File: config.mk
export PLATFORM = sky130hd
export DESIGN_NAME = char_lcd_nibble_interface_unit
export DESIGN_NICKNAME = d
export VERILOG_FILES = /design/src/rtl/clcd_pkg.sv /design/src/rtl/clcd_step.sv /design/src/rtl/char_lcd_nibble_interface_unit.sv
export SDC_FILE = /design/constraint.sdc
export NUM_CORES = 1
export LEC_CHECK = 0
export ABC_AREA = 0
export BUFFER_PORTS_ARGS = -buffer_cell sky130_fd_sc_hd__buf_2
export CAP_MARGIN = 20
export CORE_ASPECT_RATIO = 0.75
export CORE_MARGIN = 4
export CORE_UTILIZATION = 40
export DETAILED_ROUTE_END_ITERATION = 8
export PLACE_DENSITY = 0.68
export SLEW_MARGIN = 25
export SYNTH_ARGS = -nofsm -noshare
export SYNTH_HDL_FRONTEND = slang
export SYNTH_SLANG_ARGS = --single-unit
File: constraint.sdc
create_clock -name clk -period 13.9 [get_ports clk]
set_input_delay 2.085 -clock clk [delete_from_list [all_inputs] [get_ports clk]]
set_output_delay 2.085 -clock clk [all_outputs]
set_load 0.01 [all_outputs]
File: src/rtl/clcd_pkg.sv
// Shared types, codes and sequencer step functions for the character LCD interface.
`default_nettype none

package clcd_pkg;

  // Item kinds
  localparam logic [1:0] OP_TICK  = 2'd0;
  localparam logic [1:0] OP_WRITE = 2'd1;
  localparam logic [1:0] OP_INIT  = 2'd2;

  // Configuration register indexes
  localparam logic [2:0] REG_POWER_UP_WAIT = 3'd0;
  localparam logic [2:0] REG_ENABLE_HIGH   = 3'd1;
  localparam logic [2:0] REG_ENABLE_LOW    = 3'd2;
  localparam logic [2:0] REG_COMMAND_WAIT  = 3'd3;
  localparam logic [2:0] REG_CLEAR_WAIT    = 3'd4;

  // Configuration reset values
  localparam logic [7:0] RST_POWER_UP_WAIT = 8'd20;
  localparam logic [7:0] RST_ENABLE_HIGH   = 8'd1;
  localparam logic [7:0] RST_ENABLE_LOW    = 8'd1;
  localparam logic [7:0] RST_COMMAND_WAIT  = 8'd2;
  localparam logic [7:0] RST_CLEAR_WAIT    = 8'd2;

  // Display commands and init nibbles
  localparam logic [7:0] CMD_FUNCTION_SET = 8'h28;
  localparam logic [7:0] CMD_DISPLAY_ON   = 8'h0C;
  localparam logic [7:0] CMD_CLEAR        = 8'h01;
  localparam logic [7:0] CMD_ENTRY_MODE   = 8'h06;
  localparam logic [3:0] NIB_WAKE         = 4'h3;
  localparam logic [3:0] NIB_FOUR_BIT     = 4'h2;
  localparam logic [7:0] INIT_WAIT_FIRST  = 8'd5;
  localparam logic [7:0] INIT_WAIT_NEXT   = 8'd1;

  // Sequencer steps
  localparam logic [4:0] STEP_IDLE        = 5'd0;
  localparam logic [4:0] STEP_POWER_WAIT  = 5'd1;
  localparam logic [4:0] STEP_INIT_HI0    = 5'd2;
  localparam logic [4:0] STEP_INIT_LO0    = 5'd3;
  localparam logic [4:0] STEP_INIT_WAIT0  = 5'd4;
  localparam logic [4:0] STEP_INIT_HI1    = 5'd5;
  localparam logic [4:0] STEP_INIT_LO1    = 5'd6;
  localparam logic [4:0] STEP_INIT_WAIT1  = 5'd7;
  localparam logic [4:0] STEP_INIT_HI2    = 5'd8;
  localparam logic [4:0] STEP_INIT_LO2    = 5'd9;
  localparam logic [4:0] STEP_INIT_WAIT2  = 5'd10;
  localparam logic [4:0] STEP_INIT_HI3    = 5'd11;
  localparam logic [4:0] STEP_INIT_LO3    = 5'd12;
  localparam logic [4:0] STEP_INIT_WAIT3  = 5'd13;
  localparam logic [4:0] STEP_WR_HI       = 5'd14;
  localparam logic [4:0] STEP_WR_HI_GAP   = 5'd15;
  localparam logic [4:0] STEP_WR_LO       = 5'd16;
  localparam logic [4:0] STEP_WR_LO_GAP   = 5'd17;
  localparam logic [4:0] STEP_WR_CMD_WAIT = 5'd18;
  localparam logic [4:0] STEP_WR_CLR_WAIT = 5'd19;
  localparam logic [4:0] STEP_IB_HI       = 5'd20;
  localparam logic [4:0] STEP_IB_HI_GAP   = 5'd21;
  localparam logic [4:0] STEP_IB_LO       = 5'd22;
  localparam logic [4:0] STEP_IB_LO_GAP   = 5'd23;
  localparam logic [4:0] STEP_IB_CMD_WAIT = 5'd24;
  localparam logic [4:0] STEP_IB_CLR_WAIT = 5'd25;

  // Loop bound; longest chain in one item: command wait, clear wait, next byte
  localparam int CHAIN_DEPTH = 4;

  typedef struct packed {
    logic [7:0] power_up_wait;
    logic [7:0] enable_high_ticks;
    logic [7:0] enable_low_ticks;
    logic [7:0] command_wait;
    logic [7:0] clear_wait;
  } clcd_cfg_t;

  typedef struct packed {
    logic [4:0] step;
    logic [7:0] wait_cnt;
    logic [7:0] pbyte;
    logic       psel;
    logic       rs;
    logic       en;
    logic [3:0] data;
  } clcd_state_t;

  function automatic logic [7:0] at_least_one(logic [7:0] v);
    return (v == 8'd0) ? 8'd1 : v;
  endfunction

  // Length in ticks of the step held in st.step; zero means skip at once.
  function automatic logic [7:0] step_len(clcd_state_t st, clcd_cfg_t cfg);
    logic [7:0] len;
    len = 8'd0;
    case (st.step)
      STEP_POWER_WAIT: len = cfg.power_up_wait;
      STEP_INIT_HI0, STEP_INIT_HI1, STEP_INIT_HI2, STEP_INIT_HI3,
      STEP_WR_HI, STEP_WR_LO, STEP_IB_HI, STEP_IB_LO:
        len = at_least_one(cfg.enable_high_ticks);
      STEP_INIT_LO0, STEP_INIT_LO1, STEP_INIT_LO2, STEP_INIT_LO3,
      STEP_WR_HI_GAP, STEP_WR_LO_GAP, STEP_IB_HI_GAP, STEP_IB_LO_GAP:
        len = at_least_one(cfg.enable_low_ticks);
      STEP_INIT_WAIT0: len = INIT_WAIT_FIRST;
      STEP_INIT_WAIT1, STEP_INIT_WAIT2, STEP_INIT_WAIT3: len = INIT_WAIT_NEXT;
      STEP_WR_CMD_WAIT, STEP_IB_CMD_WAIT: len = cfg.command_wait;
      STEP_WR_CLR_WAIT, STEP_IB_CLR_WAIT:
        len = (!st.psel && st.pbyte == CMD_CLEAR) ? cfg.clear_wait : 8'd0;
      default: len = 8'd0;
    endcase
    return len;
  endfunction

  // Line levels set on entry to st.step.
  function automatic clcd_state_t apply_entry(clcd_state_t st);
    clcd_state_t r;
    r = st;
    case (st.step)
      STEP_INIT_HI0, STEP_INIT_HI1, STEP_INIT_HI2: begin
        r.data = NIB_WAKE;
        r.en   = 1'b1;
      end
      STEP_INIT_HI3: begin
        r.data = NIB_FOUR_BIT;
        r.en   = 1'b1;
      end
      STEP_WR_HI, STEP_IB_HI: begin
        r.rs   = st.psel;
        r.data = st.pbyte[7:4];
        r.en   = 1'b1;
      end
      STEP_WR_LO, STEP_IB_LO: begin
        r.data = st.pbyte[3:0];
        r.en   = 1'b1;
      end
      STEP_INIT_LO0, STEP_INIT_LO1, STEP_INIT_LO2, STEP_INIT_LO3,
      STEP_WR_HI_GAP, STEP_WR_LO_GAP, STEP_IB_HI_GAP, STEP_IB_LO_GAP:
        r.en = 1'b0;
      default: r = st;
    endcase
    return r;
  endfunction

  // Step that follows st.step; walks the init command list.
  function automatic clcd_state_t advance(clcd_state_t st);
    clcd_state_t r;
    r = st;
    if (st.step == STEP_INIT_WAIT3) begin
      r.pbyte = CMD_FUNCTION_SET;
      r.psel  = 1'b0;
      r.step  = STEP_IB_HI;
    end else if (st.step == STEP_WR_CLR_WAIT) begin
      r.step = STEP_IDLE;
    end else if (st.step == STEP_IB_CLR_WAIT) begin
      case (st.pbyte)
        CMD_FUNCTION_SET: begin
          r.pbyte = CMD_DISPLAY_ON;
          r.step  = STEP_IB_HI;
        end
        CMD_DISPLAY_ON: begin
          r.pbyte = CMD_CLEAR;
          r.step  = STEP_IB_HI;
        end
        CMD_CLEAR: begin
          r.pbyte = CMD_ENTRY_MODE;
          r.step  = STEP_IB_HI;
        end
        default: r.step = STEP_IDLE;
      endcase
    end else if (st.step == STEP_IDLE || st.step > STEP_IB_CLR_WAIT) begin
      r.step = STEP_IDLE;
    end else begin
      r.step = st.step + 5'd1;
    end
    return r;
  endfunction

endpackage

`default_nettype wire

File: src/rtl/clcd_step.sv
// Next-state logic of the LCD timing sequencer for one item.
`default_nettype none

module clcd_step import clcd_pkg::*; (
  input  clcd_state_t state,
  input  clcd_cfg_t   cfg,
  input  logic [1:0]  op,
  input  logic        select_data,
  input  logic [7:0]  value,
  output clcd_state_t state_next,
  output logic        rejected
);

  clcd_state_t st;
  logic        busy;
  logic        enter;
  logic        done;
  logic [7:0]  len;

  assign busy = (state.step != STEP_IDLE);

  always_comb begin
    st       = state;
    rejected = 1'b0;
    enter    = 1'b0;
    done     = 1'b0;
    len      = 8'd0;

    unique case (op)
      OP_TICK: begin
        if (busy) begin
          if (state.wait_cnt > 8'd1) begin
            st.wait_cnt = state.wait_cnt - 8'd1;
          end else begin
            st    = advance(state);
            enter = 1'b1;
          end
        end
      end
      OP_WRITE: begin
        if (busy) begin
          rejected = 1'b1;
        end else begin
          st.psel  = select_data;
          st.pbyte = value;
          st.step  = STEP_WR_HI;
          enter    = 1'b1;
        end
      end
      OP_INIT: begin
        if (busy) begin
          rejected = 1'b1;
        end else begin
          st.rs   = 1'b0;
          st.step = STEP_POWER_WAIT;
          enter   = 1'b1;
        end
      end
      default: ;
    endcase

    // Enter steps until one with a nonzero length, or idle.
    if (enter) begin
      for (int i = 0; i < CHAIN_DEPTH; i++) begin
        if (!done) begin
          if (st.step == STEP_IDLE) begin
            st.wait_cnt = 8'd0;
            done        = 1'b1;
          end else begin
            len = step_len(st, cfg);
            st  = apply_entry(st);
            if (len != 8'd0) begin
              st.wait_cnt = len;
              done        = 1'b1;
            end else begin
              st = advance(st);
            end
          end
        end
      end
    end

    state_next = st;
  end

endmodule

`default_nettype wire

File: src/rtl/char_lcd_nibble_interface_unit.sv
// Top level: 4-bit character LCD interface sequencer with stream ports.
// A result appears on m_tvalid in the cycle after its item is accepted.
// Throughput: one item per cycle; s_tready is high while the result register
//   is empty or being drained, so m_tready alone sets the rate.
// Reset (rst, synchronous, active high): sequencer idle, lines low, config
//   registers back to their defaults, result register empty.
`default_nettype none

module char_lcd_nibble_interface_unit import clcd_pkg::*; (
  input  logic        clk,
  input  logic        rst,
  // input items
  input  logic        s_tvalid,
  output logic        s_tready,
  input  logic [7:0]  s_tdata,   // [7:0] value
  input  logic [2:0]  s_tuser,   // [1:0] op, [2] select_data
  // result items
  output logic        m_tvalid,
  input  logic        m_tready,
  output logic [7:0]  m_tdata,   // [0] rs_line, [1] enable_line, [5:2] data_lines,
                                 // [6] busy_res, [7] rejected
  // configuration writes
  input  logic        cfg_valid,
  output logic        cfg_ready,
  input  logic [2:0]  cfg_index,
  input  logic [7:0]  cfg_data
);

  clcd_cfg_t   cfg;
  clcd_state_t state;
  clcd_state_t state_next;
  logic        rejected_next;
  logic        accept;

  // Result register frees up when empty or when its item is taken this cycle.
  assign s_tready  = !m_tvalid || m_tready;
  assign accept    = s_tvalid && s_tready;
  assign cfg_ready = 1'b1;

  // Register file; indexes past the last register are dropped.
  always_ff @(posedge clk) begin
    if (rst) begin
      cfg.power_up_wait     <= RST_POWER_UP_WAIT;
      cfg.enable_high_ticks <= RST_ENABLE_HIGH;
      cfg.enable_low_ticks  <= RST_ENABLE_LOW;
      cfg.command_wait      <= RST_COMMAND_WAIT;
      cfg.clear_wait        <= RST_CLEAR_WAIT;
    end else if (cfg_valid) begin
      case (cfg_index)
        REG_POWER_UP_WAIT: cfg.power_up_wait     <= cfg_data;
        REG_ENABLE_HIGH:   cfg.enable_high_ticks <= cfg_data;
        REG_ENABLE_LOW:    cfg.enable_low_ticks  <= cfg_data;
        REG_COMMAND_WAIT:  cfg.command_wait      <= cfg_data;
        REG_CLEAR_WAIT:    cfg.clear_wait        <= cfg_data;
        default: ;
      endcase
    end
  end

  // One item's worth of sequencer work: tick countdown, request start,
  // and the chain of zero-length steps it may run through.
  clcd_step u_step (
    .state       (state),
    .cfg         (cfg),
    .op          (s_tuser[1:0]),
    .select_data (s_tuser[2]),
    .value       (s_tdata),
    .state_next  (state_next),
    .rejected    (rejected_next)
  );

  always_ff @(posedge clk) begin
    if (rst) begin
      state <= '0;
    end else if (accept) begin
      state <= state_next;
    end
  end

  // Result register: line levels after the item, busy and reject flags.
  always_ff @(posedge clk) begin
    if (rst) begin
      m_tvalid <= 1'b0;
    end else if (accept) begin
      m_tvalid <= 1'b1;
    end else if (m_tready) begin
      m_tvalid <= 1'b0;
    end
  end

  always_ff @(posedge clk) begin
    if (accept) begin
      m_tdata <= {rejected_next, (state_next.step != STEP_IDLE), state_next.data,
                  state_next.en, state_next.rs};
    end
  end

endmodule

`default_nettype wire

Yosys cells after proc, flatten, opt, wreduce, memory -nomap -nowiden
Index checks and enable logic that the tools add are counted.

Register bits: 77. Input port bits: 27. Output and inout port bits: 11. Logic and storage cells: 402.

Add/sub/neg operators: 6. $lt $le $gt $ge: 6. Eq/ne operators: 140. Multiplexer cells: 156. Reductions and logical operators: 79.

Operators with widths (count): $mux 8 (42); $eq 5x5->1 const B (50); $mux 22 (11); $mux 28 (8); $pmux 8 s7 (4); $eq 5x4->1 const B (37); $mux 5 (37); $mux 15 (9); $pmux 8 s3 (5); $eq 5x3->1 const B (16); $eq 8x1->1 const B (9); $pmux 4 s4 (4); $reduce_or 8->1 (8); $logic_not 5->1 (9); $eq 5x2->1 const B (8); $eq 8x4->1 const B (5); $eq 8x6->1 const B (5); $reduce_or 3->1 (13); $reduce_or 2->1 (17); $reduce_bool 8->1 (4); $mux 1 (27); $add 5x1->5 const B (5); $gt 5x5->1 const B (5); $eq 5x1->1 const B (4); other kinds (20) (45).

Longest topological paths before layout
Gate-level depths: netlist of run 1.

Depth after elaboration: 64. Depth in mapped cells: 66. Gate-level depth less buffers: 55.

By module
From an unflattened synthesis of run 1, not the netlist that was laid out.

Cells, all modules: 1441. Area, all modules: 10427.5 µm².

By module, submodules not included: clcd_step (instances 1, cells each 1148, area each 7430.9 µm², sequential area each 0.0 µm²); char_lcd_nibble_interface_unit (instances 1, cells each 293, area each 2996.6 µm², sequential area each 1621.6 µm²).

Worst setup path before layout of run 1
OpenSTA, ideal clock, no wires.

Kind: input port to flip-flop. Start point: input s_tuser[0]. End point: register m_tdata[6] (data pin). Setup time: 274 ps. Data arrival time: 14656 ps. Data required time: 13626 ps. Slack: -1030 ps. Stages on the path: 55. Path buffers: 11. Cell sequence: ha_1 > clkbuf_1 > clkbuf_1 > nor3_1 > a311oi_1 > inv_1 > ha_1 > clkbuf_1 > nor2_1 > nand4_1 > a32oi_1 > o32ai_2 > a222oi_1 > o211ai_1 > or4_4 > buf_6 > nor3_2 > clkbuf_1 > [19 not listed] > o2111ai_1 > a2111o_1 > or4_4 > clkbuf_1 > o21ai_0 > inv_1 > ha_1 > clkbuf_1 > o21ai_0 > o221ai_2 > nor2_1 > o2111ai_1 > or3_1 > buf_2 > nor4_4 > a21oi_1 > o32ai_1 > nand3_1.

Cells in the longest elaborated chain, start to end: 53. Elaborated cells between the ends (all ways): 289. Classes of those cells: 4 x add/sub; 4 x order compare; 130 x eq/ne; 100 x mux; 51 x reduce/logical.

Ends and longest elaborated chain: from (decl) (line char_lcd_nibble_interface_unit.sv:16) `input logic [2:0] s_tuser,`; $eq 2x2->1 (tied with other cells) (line clcd_step.sv:29) `unique case (op)`; $pmux 5 s3 or $pmux 9 s2 (tied branches) (line clcd_step.sv:29); $mux 22 (line clcd_step.sv:66) `if (st.step == STEP_IDLE) begin`; $mux 22 (line clcd_step.sv:63) `if (enter) begin`; $gt 5x5->1 (tied with other cells) (line clcd_pkg.sv:166) `end else if (st.step == STEP_IDLE || st.step > STEP_IB_CLR_WAIT) begin`; $logic_or 1x1->1 or $reduce_or 3->1 (tied branches); $mux 5, on equally long branches (line clcd_pkg.sv:166, clcd_pkg.sv:151); $mux 5 (line clcd_pkg.sv:150) `end else if (st.step == STEP_IB_CLR_WAIT) begin`; [37 not listed]; $mux 5 (line clcd_pkg.sv:150); $mux 5 (line clcd_pkg.sv:148) `end else if (st.step == STEP_WR_CLR_WAIT) begin`; $mux 5 (line clcd_pkg.sv:144) `if (st.step == STEP_INIT_WAIT3) begin`; $mux 5 (line clcd_step.sv:72) `if (len != 8'd0) begin`; $mux 5 (line clcd_step.sv:66); $mux 28 (line clcd_step.sv:65) `if (!done) begin`; $mux 28 * (line clcd_step.sv:63); $reduce_bool 5->1 * (line char_lcd_nibble_interface_unit.sv:93) `m_tdata <= {rejected_next, (state_next.step != STEP_IDLE), state_next.data,`; to (signal assigned) (line char_lcd_nibble_interface_unit.sv:93); to (decl) (line char_lcd_nibble_interface_unit.sv:20) `output logic [7:0] m_tdata,`.

Mark *: on every way between the ends. The rest lies on a longest branch, timed or not. The select of a mux whose other input is x is not followed. A chain may end at the register's enable or synchronous reset.

Final worst setup path of run 1
Start point: input s_tuser[0]. End point: register, netlist name state[27].

Cells in the longest elaborated chain, start to end: 52. Elaborated cells between the ends (all ways): 288. Classes of those cells: 4 x add/sub; 4 x order compare; 130 x eq/ne; 100 x mux; 50 x reduce/logical.

Ends and longest elaborated chain (line): $eq 2x2->1 (tied with other cells) (clcd_step.sv:29); $pmux 5 s3 or $pmux 9 s2 (tied branches) (clcd_step.sv:29); $mux 22 (clcd_step.sv:66); $mux 22 (clcd_step.sv:63); $gt 5x5->1 (tied with other cells) (clcd_pkg.sv:166); $logic_or 1x1->1 or $reduce_or 3->1 (tied branches); $mux 5, on equally long branches (clcd_pkg.sv:166, clcd_pkg.sv:151); $mux 5 (clcd_pkg.sv:150); [36 not listed]; $mux 5 (clcd_pkg.sv:166); $mux 5 (clcd_pkg.sv:150); $mux 5 (clcd_pkg.sv:148); $mux 5 (clcd_pkg.sv:144); $mux 5 (clcd_step.sv:72); $mux 5 (clcd_step.sv:66); $mux 28 (clcd_step.sv:65); $mux 28 * (clcd_step.sv:63).

Marked as above.

==> reports/qor.yml, run 1 <==
synth_largest_area_cell: "dfxtp_1"
viasPerCell: 6.826
syn_avg_cell_area_um2: 6.717
synth_fp_nets: 1526
num_rows: 49
finClkSkew_ns: 0.005947
hpwl_um: 41880
multiInputGateArea_um2: 7959
n_antenna_cell: 0
grt_max_degree: 61
drive_above_1_share: 0.2076
setup_violations: 0
ant_nets: 0
layout_min_cycle_time_ns: 13.30
numCtsBuffers: 9
wl_per_cell_um: 27.25
p_leak_uw: 0.004485
die_h_um: 144.3
ys_warn_count: 0
grt_pass1_wl_um: 77420
placed_area_um2: 11410
vias: 13240
pwr-share-seq: 0.073
rsz0062_at_grt: "false"
core_um2: 24160
critPathSlowestCell: "a211oi_4"
final_area_um2: 11990
register_area_um2: 1622
finalHoldWorstSlack_ns: 0.4883
hold_violations: 0
fmax_mhz: 75.18
worstSetupEndpointType: "flip-flop"
report.final.slew_viol_count: 0
power.density_nw_per_um2: 318.0
overflow: 0
synth_cell_types: 111
die_x_um: 189.7
cp.arrival_ns: 13.56
drc: 0
worstSkewPairLatency_ns: 0.35
cts_max_path_buffers: 2
dieArea_um2: 27360
crit_fanout: 10
fin_crit_sh: 0.9569
worstMarginPinSlew_ns: 0.9459
synth_area_leaders: "dfxtp_1, nand2_1, a21oi_1, nor2_1, o21ai_0"
yosys_most_used_dff: "dfxtp_1"
drt-pass1-iter-count: 8
p_total_uw: 3813
combPwrFrac: 0.857
required_ns: 14.16
htreeDepth: 3
switchingPower_uw: 2173
gp_congestion: 1.114
ctsHoldBuffers: 0
sw_frac_of_total: 0.5698
initial_utilization: 0.4099
maxCapViolations: 0
crit_type: "in2reg"
first_iter_violations: 1921
yosysMostFrequentCell: "nand2_1"
wirelength_um: 52860
cts_tree: "yes"
track_usage: 0.3729
num_io_pins: 38
grt_pass1_vias: 11770
crit_path_frequent_cell: "buf_4"
synth_top_area_frac: 0.1395
syn_area_um2: 9901
pwr-share-clk: 0.070
synth_edf_count: 8
relSlewSlack: 0.3694
setup.worst_path.start_class: "input port"
synth_cells: 1474
intPower_uw: 1640
worst_path_largest_cell_delay_ns: 0.55
antenna_found_initial: 2
ys_seq_elements: 77
status: "finished, final reports clean"
port_buffers: 36
synth-async-reset-ratio: 0
peakVddDrop_uv: 222.0
cts.sinks: 77
clk_pin_slew_ns: 0.06
synth_common_cells: "nand2_1, a21oi_1, nor2_1"
layout.nets: 1656
n_fill_cell: 2513
root_buffer: "clkbuf_16"
hold_class: "reg2reg"
synth-seq-area-share: 0.1638
area_growth_pct: 21.10
[state kept, by name, summed over array words and instances, names as in the netlist]
register / flops
m_tvalid: 1
cfg: 40
m_tdata: 8
state: 28
[kinds of logic (layout without fill, tap and decap cells)]
group,Yosys count,after routing,share of synthesized area
adders and majority gates,25,25,0.03159
DFF,77,77,0.1638
other,1,1,0.0003788
buffers and inverters,138,273,0.05801
AOI/OAI and AO/OA,510,510,0.3653
xor gates and xnor gates,13,13,0.01150
and+or+nand+nor,692,692,0.3509
muxes,18,18,0.01845
[timing repair]
item	in CTS	in global routing
resized for setup	0	43
setup buffers	0	9
endpoints found under the setup margin	0	24
[metal layers]
layer	vias up	GRT usage	share of wire
met5	-	0	0.00021
met4	2	0.1092	0.031
met3	126	0.1038	0.14
met2	935	0.5194	0.39
met1	6333	0.5555	0.44
li1	5847	-	-
[critical path, delay by kind of cell]
kind,cells,cell delay (ns)
buffers and inverters,8,1.25
AOI/OAI and AO/OA,23,5.78
and+or+nand+nor,14,3.30
adders and majority gates,4,1.09
[path summary, 6_finish.rpt]
kind	from	end	slack, ns	cells past startpoint
setup / recovery	s_tuser[0]	state[27]	0.60	49
hold / removal	cfg[16]	cfg[16]	0.49	2
setup reg to reg	state[23]	state[27]	1.19	57
hold reg to reg	cfg[16]	cfg[16]	0.49	2
[stage by stage]
stage	utilization	instances	setup WS, ns	TNS, ns
finish	0.4964	1940	0.5987	0
global route	0.4964	1940	0.001942	0
CTS	0.4860	1931	0.09808	0
detailed placement	0.4724	1915	-0.2426	-0.3880
global placement	0.4724	1915	0.02949	0
floorplan	-	1474	0.01208	0
[layout make-up]
type                            count  area share
Multi-Input combinational cell   1259      0.6638
Clock buffer                       12     0.02150
Timing Repair Buffer              208      0.1238
Inverter                           49     0.01534
Sequential cell                    77      0.1352
Clock inverter                      4    0.005844
Tap cell                          331     0.03454
[power groups by stage]
stage               sequential [uW]  clock (uW)  combinational (uW)
floorplan                       264           0                1800
global placement                280           0                3020
detailed placement              280           0                3000
CTS                             275         266                3010
global route                    279         277                3440
finish                          278         266                3270
[placed cells by master (no fill, tap or decap), drive strengths merged, types with 12 or more instances in the layout]
cell and count:
ha 25, or4 14, dfxtp 69, nor3 71, or2 17, buf 208, a221oi 22, nand3 65
a21oi 134, o21ai 87, a22oi 17, nand2 245, o22ai 14, and3 21, or3 22, o2111ai 14
mux2i 16, inv 49, nor2 127, o211ai 21, nand2b 14, nor4 29, clkbuf 12, a211oi 32
and2 25, a31oi 26
No activity file was read; power rests on OpenSTA's default activity.
==> run 2, diff against run 1 <==
--- a/config.mk
+++ b/config.mk
@@ -8,11 +8,12 @@
 export ABC_AREA = 0
 export BUFFER_PORTS_ARGS = -buffer_cell sky130_fd_sc_hd__buf_2
 export CAP_MARGIN = 20
-export CORE_ASPECT_RATIO = 0.75
+export CORE_ASPECT_RATIO = 1.1
 export CORE_MARGIN = 4
 export CORE_UTILIZATION = 40
+export CTS_BUF_LIST = sky130_fd_sc_hd__clkbuf_8
 export DETAILED_ROUTE_END_ITERATION = 8
-export PLACE_DENSITY = 0.68
+export PLACE_DENSITY_LB_ADDON = 0.05
 export SLEW_MARGIN = 25
 export SYNTH_ARGS = -nofsm -noshare
 export SYNTH_HDL_FRONTEND = slang
==> run 2 against run 1 <==
  * Sequential power is 1% lower
  * Final cell count shrank 1.1%
  * Highest routed layer is now met4
  * Maximum frequency down 1.0%
  * Utilization decreased by 1.2 points
  * Setup slack worse by 0.14 ns
  * Hold slack improved by 0.0078 ns
  * Total power fell by 2.7%
  * First-iteration DRC count is 14% lower
  * Routed wire length rose by 0.12%
==> reports/qor.yml, run 2 (same netlist as run 1, synthesis figures left out) <==
p_leak_uw: 0.004437  # -1.1%
track_usage: 0.3707  # -0.002165
dieArea_um2: 27340  # about the same
clk_pin_slew_ns: 0.09  # +0.03 ns
setup_violations: 0  # unchanged
port_buffers: 36  # unchanged
n_antenna_cell: 0  # unchanged
placed_area_um2: 11400  # about the same
area_growth_pct: 19.39
largest_register: "cfg"
wirelength_um: 52920  # +0.12%
fmax_mhz: 74.41  # -1.0%
cp_num_buf_inv: 14  # +6
core_um2: 24400  # +1.0%
layout.nets: 1656  # unchanged
power.density_nw_per_um2: 313.9  # -1.3%
num_rows: 60  # +22%
layoutNonFillerInstCount: 1919  # -1.1%
n_fill_cell: 2606  # +3.7%
crit_type: "in2reg"
top_regs: "cfg (40), state (28), m_tdata (8)"
numCtsBuffers: 9  # unchanged
grt_pass1_wl_um: 77330  # -0.12%
largest_register_ffs: 40  # unchanged
layout_commonest_cell: "nand2_1"
status: "finished, final reports clean"
relSlewSlack: 0.4102  # +0.04084
required_ns: 14.19  # +0.03 ns
fin_tns_setup_ns: 0  # unchanged
cp.arrival_ns: 13.72  # +0.16 ns
first_iter_violations: 1655  # -14%
final_area_um2: 11820  # -1.4%
peakVddDrop_uv: 186.5  # -16%
gp_congestion: 1.087  # -2.5%
drt-pass1-iter-count: 6  # -2
antenna_found_initial: 0  # -2
hold_violations: 0  # unchanged
overflow: 0  # unchanged
crit_path_frequent_cell: "buf_4"
fin_crit_sh: 0.9668  # +0.009896
finClkSkew_ns: 0.02310  # +0.01715 ns
drive_above_1_share: 0.2063  # -0.001243
viasPerCell: 6.762  # -0.94%
worst_path_largest_cell_delay_ns: 0.50  # -0.05 ns
grt_max_degree: 61  # unchanged
root_buffer: "clkbuf_8"
worstSkewPairLatency_ns: 0.39  # +0.04 ns
final_cell_mix: "nand2_1, buf_4, a21oi_1"
htreeDepth: 3  # unchanged
num_io_pins: 38  # unchanged
worstMarginPinSlew_ns: 0.8814  # -0.06452 ns
initial_utilization: 0.4058  # -0.004078
cts.sinks: 77  # unchanged
hpwl_um: 41620  # -0.61%
die_x_um: 158.0  # -17%
layout_min_cycle_time_ns: 13.44  # +0.1375 ns
worstSetupEndpointType: "flip-flop"
ant_nets: 0  # unchanged
report.final.slew_viol_count: 0  # unchanged
drc: 0  # unchanged
die_h_um: 173.0  # +20%
crit_fanout: 8  # -2
cts_max_path_buffers: 2  # unchanged
wl_per_cell_um: 27.58  # +1.2%
maxCapViolations: 0  # unchanged
finalHoldWorstSlack_ns: 0.4961  # +0.007812 ns
cts_tree: "yes"
placed_cells_incl_taps: 1896  # -0.99%
cp_top_family: "simple AND/OR/NAND/NOR gates"
critPathSlowestCell: "or4_4"
grt_pass1_vias: 12030  # +2.2%
hold_class: "reg2reg"
vias: 12980  # -2.0%
setup.worst_path.start_class: "input port"
[run 2: changes by cell type in the layout (fill, tap and decap cells not counted), sizes merged]
cell      before  now
bufinv         2    1
clkbuf        12    9
clkinvlp       0    1
inv           49   52
[run 2: cell type report]
type | instances | area (um2) | share of cell area
clock buffers | 9 | 123.9 | 0.01048
clock inverters | 7 | 66.31 | 0.005610
inverters | 49 | 183.9 | 0.01556
multi-input cells | 1259 | 7953 | 0.6728
flip-flops and latches | 77 | 1622 | 0.1372
well taps | 310 | 387.9 | 0.03281
repair buffers | 208 | 1484 | 0.1255
[run 2: stage by stage]
step	total power, uW	utilization	worst slack, ns
after floorplan	2063	-	0.01208
after global placement	3290	0.4673	-0.3225
after detailed placement	3266	0.4673	-0.3339
after CTS	3449	0.4751	0.004577
after global routing	3889	0.4845	-0.05216
final	3711	0.4845	0.4611
[run 2: final timing paths]
path              slack [ns]        from  cells after the start         to
setup / recovery        0.46  s_tuser[1]                     52  state[24]
hold / removal          0.50     cfg[16]                      2    cfg[16]
setup reg to reg        1.11   state[26]                     49  state[24]
hold reg to reg         0.50     cfg[16]                      2    cfg[16]
[run 2: report_power, final]
| part | switching [uW] | internal [uW] |
|---|---|---|
| logic | 2020 | 1240 |
| registers | 29.2 | 244 |
| clock network | 95.9 | 82.5 |
[run 2: timing repair]
action                     4_1_cts  5_1_grt
resized for setup                0       38
setup endpoints to repair        0       23
setup buffers                    0        7
hold buffers                     0        0
[run 2: layer usage]
metal  share of wire  vias up  GRT usage
li1                -     5850          -
met5               0        -          0
met1            0.41     6175     0.5012
met3           0.086      166    0.05582
met2            0.44      786     0.5719
met4           0.061        0     0.1827
[run 2: worst reg2reg max path: cells and delay by family (launching register included)]
kind            cells  cell delay [ns]
flops               1             0.82
buf+inv            10             1.68
compound gates     16             4.12
mux                 2             0.70
fa+ha+maj           3             0.78
simple gates       18             4.60
